[config.mk]
export PLATFORM = sky130hd
export DESIGN_NAME = touch_point_to_pixel_mapper_core_flat
export DESIGN_NICKNAME = d
export VERILOG_FILES = /design/src/tpm_pkg.sv /design/src/tpm_channels.sv /design/src/touch_point_to_pixel_mapper_core.sv /design/src/flat_wrapper.sv
export SDC_FILE = /design/constraint.sdc
export NUM_CORES = 2
export LEC_CHECK = 0
export ABC_AREA = 0
export BUFFER_PORTS_ARGS = -buffer_cell sky130_fd_sc_hd__buf_2
export CAP_MARGIN = 15
export CORE_UTILIZATION = 40
export DETAILED_ROUTE_END_ITERATION = 10
export GPL_ROUTABILITY_DRIVEN = 1
export PLACE_DENSITY = 0.64
export RECOVER_POWER = 25
export SYNTH_ARGS = -nofsm -noshare
export SYNTH_HDL_FRONTEND = slang
export SYNTH_SLANG_ARGS = --single-unit
[constraint.sdc]
create_clock -name clk -period 19.8 [get_ports clk]
set_input_delay 0.99 -clock clk [delete_from_list [all_inputs] [get_ports clk]]
set_output_delay 0.99 -clock clk [all_outputs]
set_load 0.005 [all_outputs]
[src/tpm_pkg.sv]
// ----------------------------------------------------------------------------
// Touch mapper package
// Shared constants, register indexes and status codes of the touch mapper.
// ----------------------------------------------------------------------------
`default_nettype none

package tpm_pkg;

	// Default widths of the fixed-point touch fraction and of pixel dimensions.
	localparam int FRAC_BITS_DEF = 16;
	localparam int DIM_BITS_DEF  = 14;

	// Rotation register width and the four supported angles.
	localparam int ROT_BITS = 9;
	localparam logic [ROT_BITS-1:0] ROT_0   = ROT_BITS'(0);
	localparam logic [ROT_BITS-1:0] ROT_90  = ROT_BITS'(90);
	localparam logic [ROT_BITS-1:0] ROT_180 = ROT_BITS'(180);
	localparam logic [ROT_BITS-1:0] ROT_270 = ROT_BITS'(270);

	// Configuration register index width.
	localparam int CFG_IDX_BITS = 3;

	typedef enum logic [CFG_IDX_BITS-1:0] {
		REG_DRAWABLE_WIDTH  = 3'd0,
		REG_DRAWABLE_HEIGHT = 3'd1,
		REG_INSET_LEFT      = 3'd2,
		REG_INSET_TOP       = 3'd3,
		REG_INSET_RIGHT     = 3'd4,
		REG_INSET_BOTTOM    = 3'd5,
		REG_ROTATION_DEG    = 3'd6
	} cfg_reg_t;

	typedef enum logic [1:0] {
		ST_OK       = 2'd0,
		ST_BAD_SIZE = 2'd1,
		ST_BAD_INSET = 2'd2,
		ST_BAD_ROT  = 2'd3
	} status_t;

endpackage

`default_nettype wire

[src/tpm_channels.sv]
// ----------------------------------------------------------------------------
// Touch mapper channels
// Valid/ready interfaces for touch items, pixel items and register writes.
// ----------------------------------------------------------------------------
`default_nettype none

interface tpm_touch_if #(
	parameter int IN_W = tpm_pkg::FRAC_BITS_DEF + 2
);
	logic                   valid;
	logic                   ready;
	logic signed [IN_W-1:0] touch_x;
	logic signed [IN_W-1:0] touch_y;

	modport source (output valid, output touch_x, output touch_y, input ready);
	modport sink   (input valid, input touch_x, input touch_y, output ready);
endinterface

interface tpm_pixel_if #(
	parameter int DIM_W = tpm_pkg::DIM_BITS_DEF
);
	logic             valid;
	logic             ready;
	logic [DIM_W-1:0] pixel_x;
	logic [DIM_W-1:0] pixel_y;
	logic [1:0]       status;

	modport source (output valid, output pixel_x, output pixel_y, output status, input ready);
	modport sink   (input valid, input pixel_x, input pixel_y, input status, output ready);
endinterface

interface tpm_cfg_if #(
	parameter int DATA_W = tpm_pkg::DIM_BITS_DEF
);
	logic                             valid;
	logic                             ready;
	logic [tpm_pkg::CFG_IDX_BITS-1:0] index;
	logic [DATA_W-1:0]                data;

	modport source (output valid, output index, output data, input ready);
	modport sink   (input valid, input index, input data, output ready);
endinterface

`default_nettype wire

[src/touch_point_to_pixel_mapper_core.sv]
// ----------------------------------------------------------------------------
// Touch point to pixel mapper
// Clamps, rotates, scales and offsets a normalized touch point into a pixel
// of the usable area of a drawable surface.
// ----------------------------------------------------------------------------
//
//   Channel   Direction  Payload                          Handshake
//   -------   ---------  -------------------------------  ------------
//   touch     in         touch_x, touch_y (signed Q2.F)    valid/ready
//   pixel     out        pixel_x, pixel_y, status          valid/ready
//   cfg       in         index, data                       valid/ready
//
// Each touch item yields one pixel item, offered from the result register after
// the input register; a new item can enter in every cycle unless the pixel side
// stalls. The two multiplies (one per axis) sit between the input and result
// registers and set the cycle time. Reset clears both valid bits and loads a
// 1x1 drawable with no insets and no rotation. A pixel stall fills the input
// register before touch ready drops; register writes are always taken.
`default_nettype none

module touch_point_to_pixel_mapper_core
	import tpm_pkg::*;
#(
	parameter int FRAC_BITS = FRAC_BITS_DEF,
	parameter int DIM_BITS  = DIM_BITS_DEF
) (
	input  wire          clk,
	input  wire          arst_n,
	tpm_touch_if.sink    touch,
	tpm_pixel_if.source  pixel,
	tpm_cfg_if.sink      cfg
);

	localparam int IN_W   = FRAC_BITS + 2;
	localparam int NRM_W  = FRAC_BITS + 1;         // 0 .. 1.0 inclusive
	localparam int PROD_W = NRM_W + DIM_BITS;
	localparam int POS_W  = DIM_BITS + 2;
	localparam logic [NRM_W-1:0] ONE_FX = NRM_W'(1) << FRAC_BITS;

	// Clamp a signed Q2.F value to the range 0 .. 1.0.
	function automatic logic [NRM_W-1:0] unit_clamp(input logic signed [IN_W-1:0] v);
		logic [NRM_W-1:0] mag;
		mag = v[NRM_W-1:0];
		if (v[IN_W-1]) begin
			return '0;
		end else if (mag > ONE_FX) begin
			return ONE_FX;
		end else begin
			return mag;
		end
	endfunction

	// Near inset plus truncated scaled coordinate, clamped to the last pixel.
	// The sum can never fall below the near inset, so only the upper clamp
	// is needed.
	function automatic logic [DIM_BITS-1:0] place(
		input logic [NRM_W-1:0]    r,
		input logic [DIM_BITS-1:0] near,
		input logic [DIM_BITS-1:0] usable,
		input logic [DIM_BITS-1:0] last
	);
		logic [PROD_W-1:0] prod;
		logic [POS_W-1:0]  pos;
		prod = PROD_W'(r) * PROD_W'(usable);
		pos  = POS_W'(prod[PROD_W-1:FRAC_BITS]) + POS_W'(near);
		if (pos > POS_W'(last)) begin
			return last;
		end else begin
			return pos[DIM_BITS-1:0];
		end
	endfunction

	// Configuration registers.
	logic [DIM_BITS-1:0] drawable_width_q;
	logic [DIM_BITS-1:0] drawable_height_q;
	logic [DIM_BITS-1:0] inset_left_q;
	logic [DIM_BITS-1:0] inset_top_q;
	logic [DIM_BITS-1:0] inset_right_q;
	logic [DIM_BITS-1:0] inset_bottom_q;
	logic [ROT_BITS-1:0] rotation_deg_q;

	// Input stage and result stage.
	logic                   valid_s1;
	logic signed [IN_W-1:0] touch_x_s1;
	logic signed [IN_W-1:0] touch_y_s1;
	logic                   valid_s2;
	logic [DIM_BITS-1:0]    pixel_x_s2;
	logic [DIM_BITS-1:0]    pixel_y_s2;
	status_t                status_s2;

	logic advance_s2;
	logic advance_s1;

	// Mapping logic between the two stages.
	logic [NRM_W-1:0]    nx, ny, rx, ry;
	logic                rot_ok;
	logic [DIM_BITS:0]   inset_sum_x, inset_sum_y;
	logic [DIM_BITS-1:0] usable_w, usable_h, last_x, last_y;
	logic [DIM_BITS-1:0] map_x, map_y;
	status_t             map_status;

	// Register writes are accepted at any time; an unknown index is dropped.
	assign cfg.ready = 1'b1;

	always_ff @(posedge clk or negedge arst_n) begin
		if (!arst_n) begin
			drawable_width_q  <= DIM_BITS'(1);
			drawable_height_q <= DIM_BITS'(1);
			inset_left_q      <= '0;
			inset_top_q       <= '0;
			inset_right_q     <= '0;
			inset_bottom_q    <= '0;
			rotation_deg_q    <= ROT_0;
		end else if (cfg.valid) begin
			case (cfg_reg_t'(cfg.index))
				REG_DRAWABLE_WIDTH:  drawable_width_q  <= cfg.data[DIM_BITS-1:0];
				REG_DRAWABLE_HEIGHT: drawable_height_q <= cfg.data[DIM_BITS-1:0];
				REG_INSET_LEFT:      inset_left_q      <= cfg.data[DIM_BITS-1:0];
				REG_INSET_TOP:       inset_top_q       <= cfg.data[DIM_BITS-1:0];
				REG_INSET_RIGHT:     inset_right_q     <= cfg.data[DIM_BITS-1:0];
				REG_INSET_BOTTOM:    inset_bottom_q    <= cfg.data[DIM_BITS-1:0];
				REG_ROTATION_DEG:    rotation_deg_q    <= cfg.data[ROT_BITS-1:0];
				default: ;
			endcase
		end
	end

	// The result register empties when the sink takes it; the input register
	// moves forward whenever the result register is free to load.
	assign advance_s2  = !valid_s2 || pixel.ready;
	assign advance_s1  = advance_s2;
	assign touch.ready = !valid_s1 || advance_s1;

	always_ff @(posedge clk or negedge arst_n) begin
		if (!arst_n) begin
			valid_s1 <= 1'b0;
			valid_s2 <= 1'b0;
		end else begin
			if (touch.ready) begin
				valid_s1 <= touch.valid;
			end
			if (advance_s2) begin
				valid_s2 <= valid_s1;
			end
		end
	end

	always_ff @(posedge clk) begin
		if (touch.valid && touch.ready) begin
			touch_x_s1 <= touch.touch_x;
			touch_y_s1 <= touch.touch_y;
		end
		if (advance_s2 && valid_s1) begin
			pixel_x_s2 <= map_x;
			pixel_y_s2 <= map_y;
			status_s2  <= map_status;
		end
	end

	always_comb begin
		nx = unit_clamp(touch_x_s1);
		ny = unit_clamp(touch_y_s1);

		// Rotation swaps axes and mirrors them with 1.0 - n where needed.
		rot_ok = 1'b1;
		case (rotation_deg_q)
			ROT_0: begin
				rx = nx;
				ry = ny;
			end
			ROT_90: begin
				rx = ONE_FX - ny;
				ry = nx;
			end
			ROT_180: begin
				rx = ONE_FX - nx;
				ry = ONE_FX - ny;
			end
			ROT_270: begin
				rx = ny;
				ry = ONE_FX - nx;
			end
			default: begin
				rx     = '0;
				ry     = '0;
				rot_ok = 1'b0;
			end
		endcase

		inset_sum_x = {1'b0, inset_left_q} + {1'b0, inset_right_q};
		inset_sum_y = {1'b0, inset_top_q} + {1'b0, inset_bottom_q};
		usable_w    = drawable_width_q - inset_left_q - inset_right_q;
		usable_h    = drawable_height_q - inset_top_q - inset_bottom_q;
		last_x      = drawable_width_q - inset_right_q - DIM_BITS'(1);
		last_y      = drawable_height_q - inset_bottom_q - DIM_BITS'(1);

		map_x = '0;
		map_y = '0;
		if (drawable_width_q == '0 || drawable_height_q == '0) begin
			map_status = ST_BAD_SIZE;
		end else if (inset_sum_x >= {1'b0, drawable_width_q} ||
				inset_sum_y >= {1'b0, drawable_height_q}) begin
			map_status = ST_BAD_INSET;
		end else if (!rot_ok) begin
			map_status = ST_BAD_ROT;
		end else begin
			map_status = ST_OK;
			map_x      = place(rx, inset_left_q, usable_w, last_x);
			map_y      = place(ry, inset_top_q, usable_h, last_y);
		end
	end

	assign pixel.valid   = valid_s2;
	assign pixel.pixel_x = pixel_x_s2;
	assign pixel.pixel_y = pixel_y_s2;
	assign pixel.status  = status_s2;

endmodule

`default_nettype wire

[src/flat_wrapper.sv]
// flat-port wrapper written by rule: the top's interface ports become plain ports
module touch_point_to_pixel_mapper_core_flat import tpm_pkg::*;
#(
	parameter int FRAC_BITS = FRAC_BITS_DEF,
	parameter int DIM_BITS  = DIM_BITS_DEF
)
  (clk, arst_n, touch_valid, touch_touch_x, touch_touch_y, touch_ready, pixel_valid, pixel_pixel_x, pixel_pixel_y, pixel_status, pixel_ready, cfg_valid, cfg_index, cfg_data, cfg_ready);
  tpm_touch_if #(.IN_W(((FRAC_BITS_DEF) + 2))) touch_i ();
  tpm_pixel_if #(.DIM_W((DIM_BITS_DEF))) pixel_i ();
  tpm_cfg_if #(.DATA_W((DIM_BITS_DEF))) cfg_i ();
  input  wire clk;
  input  wire arst_n;
  input wire logic [$bits(touch_i.valid)-1:0] touch_valid;
  input wire logic [$bits(touch_i.touch_x)-1:0] touch_touch_x;
  input wire logic [$bits(touch_i.touch_y)-1:0] touch_touch_y;
  output wire logic [$bits(touch_i.ready)-1:0] touch_ready;
  output wire logic [$bits(pixel_i.valid)-1:0] pixel_valid;
  output wire logic [$bits(pixel_i.pixel_x)-1:0] pixel_pixel_x;
  output wire logic [$bits(pixel_i.pixel_y)-1:0] pixel_pixel_y;
  output wire logic [$bits(pixel_i.status)-1:0] pixel_status;
  input wire logic [$bits(pixel_i.ready)-1:0] pixel_ready;
  input wire logic [$bits(cfg_i.valid)-1:0] cfg_valid;
  input wire logic [$bits(cfg_i.index)-1:0] cfg_index;
  input wire logic [$bits(cfg_i.data)-1:0] cfg_data;
  output wire logic [$bits(cfg_i.ready)-1:0] cfg_ready;
  assign touch_i.valid = touch_valid;
  assign touch_i.touch_x = touch_touch_x;
  assign touch_i.touch_y = touch_touch_y;
  assign touch_ready = touch_i.ready;
  assign pixel_valid = pixel_i.valid;
  assign pixel_pixel_x = pixel_i.pixel_x;
  assign pixel_pixel_y = pixel_i.pixel_y;
  assign pixel_status = pixel_i.status;
  assign pixel_i.ready = pixel_ready;
  assign cfg_i.valid = cfg_valid;
  assign cfg_i.index = cfg_index;
  assign cfg_i.data = cfg_data;
  assign cfg_ready = cfg_i.ready;
  touch_point_to_pixel_mapper_core #(.FRAC_BITS(FRAC_BITS), .DIM_BITS(DIM_BITS)) u_core (.clk(clk), .arst_n(arst_n), .touch(touch_i), .pixel(pixel_i), .cfg(cfg_i));
endmodule
Word level (Yosys, flattened, before mapping)
Cells that the tools add are included. Widths: inputs -> output; s select.

Bits in registers: 161. Bits of input ports: 58. Output and inout port bits: 33. Word-level logic and storage cells: 78.

$add $sub $neg: 14. $mul: 2. Magnitude comparators: 6. Eq/ne operators: 9. Muxes and demuxes: 11. Bitwise logic cells: 1. Reductions and logical operators: 21.

Operators by type and width (number): $pmux 17 s4 (2); $sub 14x14->14 (6); $mux 17 (4); $mul 17x14->31 (2); $gt 17x17->1 const B (2); $sub 17x17->17 const A (2); $add 15x14->16 (2); $gt 16x14->1 (2); $add 14x14->15 (2); $ge 15x14->1 (2); $logic_not 14->1 (2); $mux 14 (2); $sub 14x1->14 const B (2); $reduce_and 2->1 (7); $eq 3x3->1 const B (3); $eq 9x7->1 const B (1); $eq 9x8->1 const B (1); $eq 9x9->1 const B (1); $logic_not 9->1 (1); $eq 3x2->1 const B (2); $logic_or 1x1->1 (4); $mux 2 (2); $reduce_or 4->1 (1); $eq 3x1->1 const B (1); 6 further kinds (8).

Logic depth before layout (Yosys ltp)
Word-level depth: 9. Depth in mapped cells: 57. Depth with buffers taken out: 54.

Worst setup path before layout
Ideal clock, no wire load.

Kind: register to register. From: register u_core.drawable_width_q[0]. To: register u_core.pixel_x_s2[10] (netlist: u_core.pixel.pixel_x[10]), data pin. Library setup time: 0.266 ns. Arrival: 11.413 ns. Path slack: 8.121 ns. Cell stages (with the launch flop): 52. Buffers on the path: 2. Clock period less this slack: 11.679 ns. Cell sequence: dfstp_2 -> inv_1 -> fa_1 -> inv_1 -> ha_1 -> a21o_1 -> a21oi_1 -> o21ai_0 -> a21oi_1 -> o21ai_0 -> a211oi_1 -> o21ai_0 -> a31o_2 -> a21oi_1 -> xnor2_1 -> clkbuf_1 -> nor2_1 -> fa_1 -> [16 not listed] -> nor2_1 -> xnor2_1 -> ha_1 -> o41ai_1 -> o21ai_0 -> o21ai_0 -> nand2b_1 -> xor2_1 -> ha_1 -> and4_1 -> a21oi_1 -> nand2_1 -> a211oi_1 -> o21ai_0 -> a211oi_4 -> buf_6 -> mux2i_1 -> nor2_1.

Cells in the longest elaborated chain, start to end: 6. Elaborated cells on any way between the ends: 13. Those cells by class: add/sub: 5; mul: 1; order compare: 2; mux: 1; reduce/logical: 4.

RTL lines: start, declared (line touch_point_to_pixel_mapper_core.sv:74) `logic [DIM_BITS-1:0] drawable_width_q;`; start signal, assigned (line touch_point_to_pixel_mapper_core.sv:116) `REG_DRAWABLE_WIDTH: drawable_width_q <= cfg.data[DIM_BITS-1:0];`; $sub 14x14->14 (2 in a row) (line touch_point_to_pixel_mapper_core.sv:192) `usable_w = drawable_width_q - inset_left_q - inset_right_q;`; $mul 17x14->31 (line touch_point_to_pixel_mapper_core.sv:64) `prod = PROD_W'(r) * PROD_W'(usable);`; $add 15x14->16 (line touch_point_to_pixel_mapper_core.sv:65) `pos = POS_W'(prod[PROD_W-1:FRAC_BITS]) + POS_W'(near);`; $gt 16x14->1 (line touch_point_to_pixel_mapper_core.sv:66) `if (pos > POS_W'(last)) begin`; $mux 14 (line touch_point_to_pixel_mapper_core.sv:66); end signal, assigned (line touch_point_to_pixel_mapper_core.sv:154) `pixel_x_s2 <= map_x;`; end, declared (line touch_point_to_pixel_mapper_core.sv:87) `logic [DIM_BITS-1:0] pixel_x_s2;`.

Parallel ways exist; a longest one is shown, timed or not. A chain may end at the register's enable or synchronous reset.

Worst setup path after layout
From: register u_core.touch_y_s1[12]. To: register u_core.pixel_x_s2[8] (netlist: u_core.pixel.pixel_x[8]), data pin.

Cells in the longest elaborated chain, start to end: 9.

RTL lines: start, declared (line touch_point_to_pixel_mapper_core.sv:85) `logic signed [IN_W-1:0] touch_y_s1;`; start signal, assigned (line touch_point_to_pixel_mapper_core.sv:151) `touch_y_s1 <= touch.touch_y;`; $gt 17x17->1 (line touch_point_to_pixel_mapper_core.sv:46) `end else if (mag > ONE_FX) begin`; $mux 17 * (line touch_point_to_pixel_mapper_core.sv:46); $mux 17 * (line touch_point_to_pixel_mapper_core.sv:44) `if (v[IN_W-1]) begin`; $sub 17x17->17 (line touch_point_to_pixel_mapper_core.sv:172) `rx = ONE_FX - ny;`; $pmux 17 s4 * (line touch_point_to_pixel_mapper_core.sv:166) `case (rotation_deg_q)`; $mul 17x14->31 * (line touch_point_to_pixel_mapper_core.sv:64); $add 15x14->16 * (line touch_point_to_pixel_mapper_core.sv:65); $gt 16x14->1 (line touch_point_to_pixel_mapper_core.sv:66); $mux 14 * (line touch_point_to_pixel_mapper_core.sv:66).

Every way passes the cells marked *; elsewhere a longest branch is shown, timed or not.

==> summary.md <==
| Metric | Value |
|---|---|
| Die height | `273 microns` |
| Vias per Instance | `5.37` |
| Status | `finished, violations left` |
| I/O Buffers | `89` |
| Vias in the first global route | `23,100` |
| Synthesized area per cell | `8.90 sq um` |
| PostCTS Resize Cnt | `0` |
| Total gr overflow | `0` |
| Yosys cell types | `90` |
| Worst Path Max Fanout | `18` |
| RR Endpoint | `u_core.pixel.pixel_x[8]` |
| PwrDens | `96.5 nW/um^2` |
| DRT Pass-1 Iters | `5` |
| Commonest non-fill, non-tap cell in the layout | `inv_1` |
| Cell Area, Synth | `29,300 sq um` |
| Reg-to-reg slack, setup | `6.17 ns` |
| Worst rel slew slack | `-0.0488` |
| Leakage power | `~16 nW` |
| Clk sinks | `161` |
| Sequential share of power | `0.155` |
| Pint | `1.35 mW` |
| H-tree depth | `4` |
| Count of final max-slew check failures | `27` |
| Die area | `74,400 sq um` |
| Fraction of power spent switching nets | `0.555` |
| Crit-path slowest cell | `a221oi_1` |
| Hold Crit Depth | `1` |
| Hold path start | `u_core.valid_s1` |
| Fill cells | `around 7,000` |
| Worst slew pin tran | `1.57 ns` |
| Worst Path Arrival | `approximately 14 ns` |
| Layout Cells excl Fill | `4,325` |
| Final WL | `80.0 mm` |
| Syn_nets | `4,125` |
| Crit share post-route | `0.688` |
| Worst r2r src | `u_core.touch_y_s1[12]` |
| Root Driver | `clkbuf_16` |
| Cells after synthesis | `3,297` |
| Ant. Diodes | `0` |
| Clock skew | `0.0242 ns` |
| Worst VDD drop | `0.000136 V` |
| Clock buffer depth | `2` |
| Fmax | `between 70 and 80 MHz` |
| Drt wl/cell | `18.5 microns` |
| Most frequent cells in the layout | `inv_1 (525), ha_1 (386), fa_1 (384)` |
| Clk slew on worst S/H paths | `0.08 ns` |
| Hold buffers post-CTS | `0` |
| Final Hold Fails | `0` |
| RD Place Congestion | `0.914` |
| ANT nets after route | `0` |
| Worst path max stage delay | `0.99 ns` |
| Layout cells sized above 1 | `0.0667` |
| Worst-Skew Late Latency | `0.48 ns` |
| Post-synth top flop | `dfrtp_1` |
| Final core area utilization | `0.438` |
| Data required, critical path | `20.03 ns` |
| First-pass GRT wire length | `between 100 and 150 mm` |
| Crit path kind | `flop to flop` |
| Core area | `around 72,000 sq um` |
| YS warnings | `0` |
| RSZ-0062 raised after global routing | `false` |
| Fraction of registers with async set/reset | `0.590` |
| Failing checks | `max-capacitance violations, max-slew violations` |
| Largest net degree at the start of global routing | `71` |
| Worst setup EP type | `flop` |
| Min cycle time layout | `around 14 ns` |
| GRT Resource Usage Total | `0.220` |
| Area grow syn2layout | `7.53%` |
| Register area share after synthesis | `0.149` |
| Clock network power share | `0.113` |
| Setup Buffers After CTS | `0` |
| Dpl hpwl | `65.5 mm` |
| DRC | `0` |
| Crit path top cell by count | `fa_1` |
| WHS | `0.492 ns` |
| Max Cap Viol | `1` |
| Critical path startpoint category | `flop` |
| Starting Density | `0.407` |
| Hold WC Path Type | `flop to flop` |
| Ports | `91` |
| Hold EP | `u_core.pixel.valid` |
| Fin Setup TNS | `0 ns` |
| Logic gate share of total power | `0.732` |
| Initial antenna violation count | `2` |
| CTS Buf Count | `17` |
| Layout Nets | `4,190` |
| Register bit total from synthesis | `about 160` |
| EDFF count, synth | `66` |
| Psw | `1.69 mW` |
| Worst R2R Path Depth | `43` |
| Placed Cells | `4,293` |
| Final Setup Violations | `0` |
| # rows | `98` |
| CTS tree | `yes` |
| Die Width | `about 270 microns` |
| 1st-iter DRT viols | `approximately 1,700` |
| DR vias | `23,200` |
per-layer routing:
layer / vias to the layer above / routed length [microns] / track usage
met5: - / 0 / 0
li1: 10900 / - / -
met1: 11500 / 36200 / 0.306
met4: 0 / 2170 / 0.0682
met3: 94 / 4140 / 0.0259
met2: 659 / 37500 / 0.357
worst max-delay path: cells and delay by family (launching register included):
kind	cells	cell delay (ns)
compound gates	16	6.13
xor+xnor	2	0.26
fa+ha+maj	9	3.86
buf+inv	4	0.19
flops	1	0.51
mux	1	0.29
simple gates	11	2.16
through the flow:
stage | setup WS (ns) | instance area (sq um) | power [mW]
floorplan | 8.12 | 29300 | 1.90
global placement | 6.45 | 31000 | 2.65
detailed placement | 6.31 | 31000 | 2.67
CTS | 6.28 | 31600 | 3.02
global route | 5.16 | 31500 | 3.27
finish | 6.17 | 31500 | 3.04
power groups by stage:
stage,clock [mW],sequential [mW],combinational [mW]
after floorplan,0,0.450,1.45
after global placement,0,0.477,2.17
after detailed placement,0,0.478,2.19
after CTS,0.350,0.472,2.20
after global routing,0.362,0.480,2.43
final,0.344,0.473,2.23
cells by family after synthesis:
group	share of synthesized area
AO/OA/AOI/OAI	0.127
XOR/XNOR	0.0421
adder cells (fa/ha/maj)	0.427
buffers and inverters	0.0799
flip-flops	0.149
multiplexers	0.0203
other	0.000128
AND/OR/NAND/NOR	0.155
synthesized netlist by cell type (5+ instances only):
master,count,area share
ha_1,386,0.16
nand2_1,372,0.048
nor2b_1,49,0.010
nand4b_1,6,0.0018
a221oi_1,7,0.0021
edfxtp_1,66,0.068
nor4_1,18,0.0038
nand3_1,47,0.0080
fa_1,384,0.26
nor3_1,41,0.0070
nand4_1,21,0.0045
nor2_1,247,0.032
a21o_1,74,0.019
mux2i_1,11,0.0038
nand2b_1,55,0.012
a222oi_1,5,0.0017
o31ai_1,14,0.0036
xnor2_1,99,0.030
or2_2,14,0.0030
a22o_1,5,0.0015
or3_1,9,0.0019
o221ai_1,6,0.0018
a221o_1,5,0.0017
o21bai_1,21,0.0054
and3_1,22,0.0047
a211o_1,6,0.0018
or4_1,5,0.0013
a31o_2,8,0.0024
o22ai_1,7,0.0015
clkbuf_1,82,0.010
mux2_2,41,0.016
a31oi_1,13,0.0028
a21oi_1,154,0.026
inv_1,525,0.067
and2_1,46,0.0098
o21a_1,33,0.0084
o21ai_0,142,0.024
a22oi_1,10,0.0026
a21boi_0,6,0.0015
xor2_1,42,0.013
a211oi_1,12,0.0031
dfrtp_1,93,0.079
o211ai_1,7,0.0018
final cells by class:
type | count | area (sq um) | share of cell area
Multi-Input combinational cell | 2519 | 22700 | 0.719
Sequential cell | 161 | 4360 | 0.138
Inverter | 525 | 1970 | 0.0625
Tap cell | 950 | 1190 | 0.0377
Timing Repair Buffer | 138 | 762 | 0.0242
Clock buffer | 18 | 450 | 0.0143
Clock inverter | 14 | 139 | 0.00440
state kept, by name, summed over array words and instances (netlist names):
signal                    count
u_core.inset_bottom_q        14
u_core.inset_left_q          14
u_core.rotation_deg_q         9
u_core.touch_x_s1            18
u_core.inset_top_q           14
u_core.valid_s1               1
u_core.touch_y_s1            18
u_core.pixel.status           2
u_core.pixel.pixel_y         14
u_core.inset_right_q         14
u_core.drawable_width_q      14
u_core.pixel.pixel_x         14
u_core.pixel.valid            1
u_core.drawable_height_q     14
worst max-delay path by stage:
stage | start | end | depth (start not counted)
2_1_floorplan | u_core.drawable_width_q[0] | u_core.pixel.pixel_x[10] | 51
3_3_place_gp | u_core.touch_y_s1[12] | u_core.pixel.pixel_x[11] | 43
3_5_place_dp | u_core.touch_y_s1[12] | u_core.pixel.pixel_x[9] | 43
4_1_cts | u_core.touch_y_s1[12] | u_core.pixel.pixel_x[2] | 43
5_1_grt | u_core.inset_left_q[1] | u_core.pixel.pixel_x[3] | 48
6_report | u_core.touch_y_s1[12] | u_core.pixel.pixel_x[8] | 43
(Power assumes the default switching activity.)
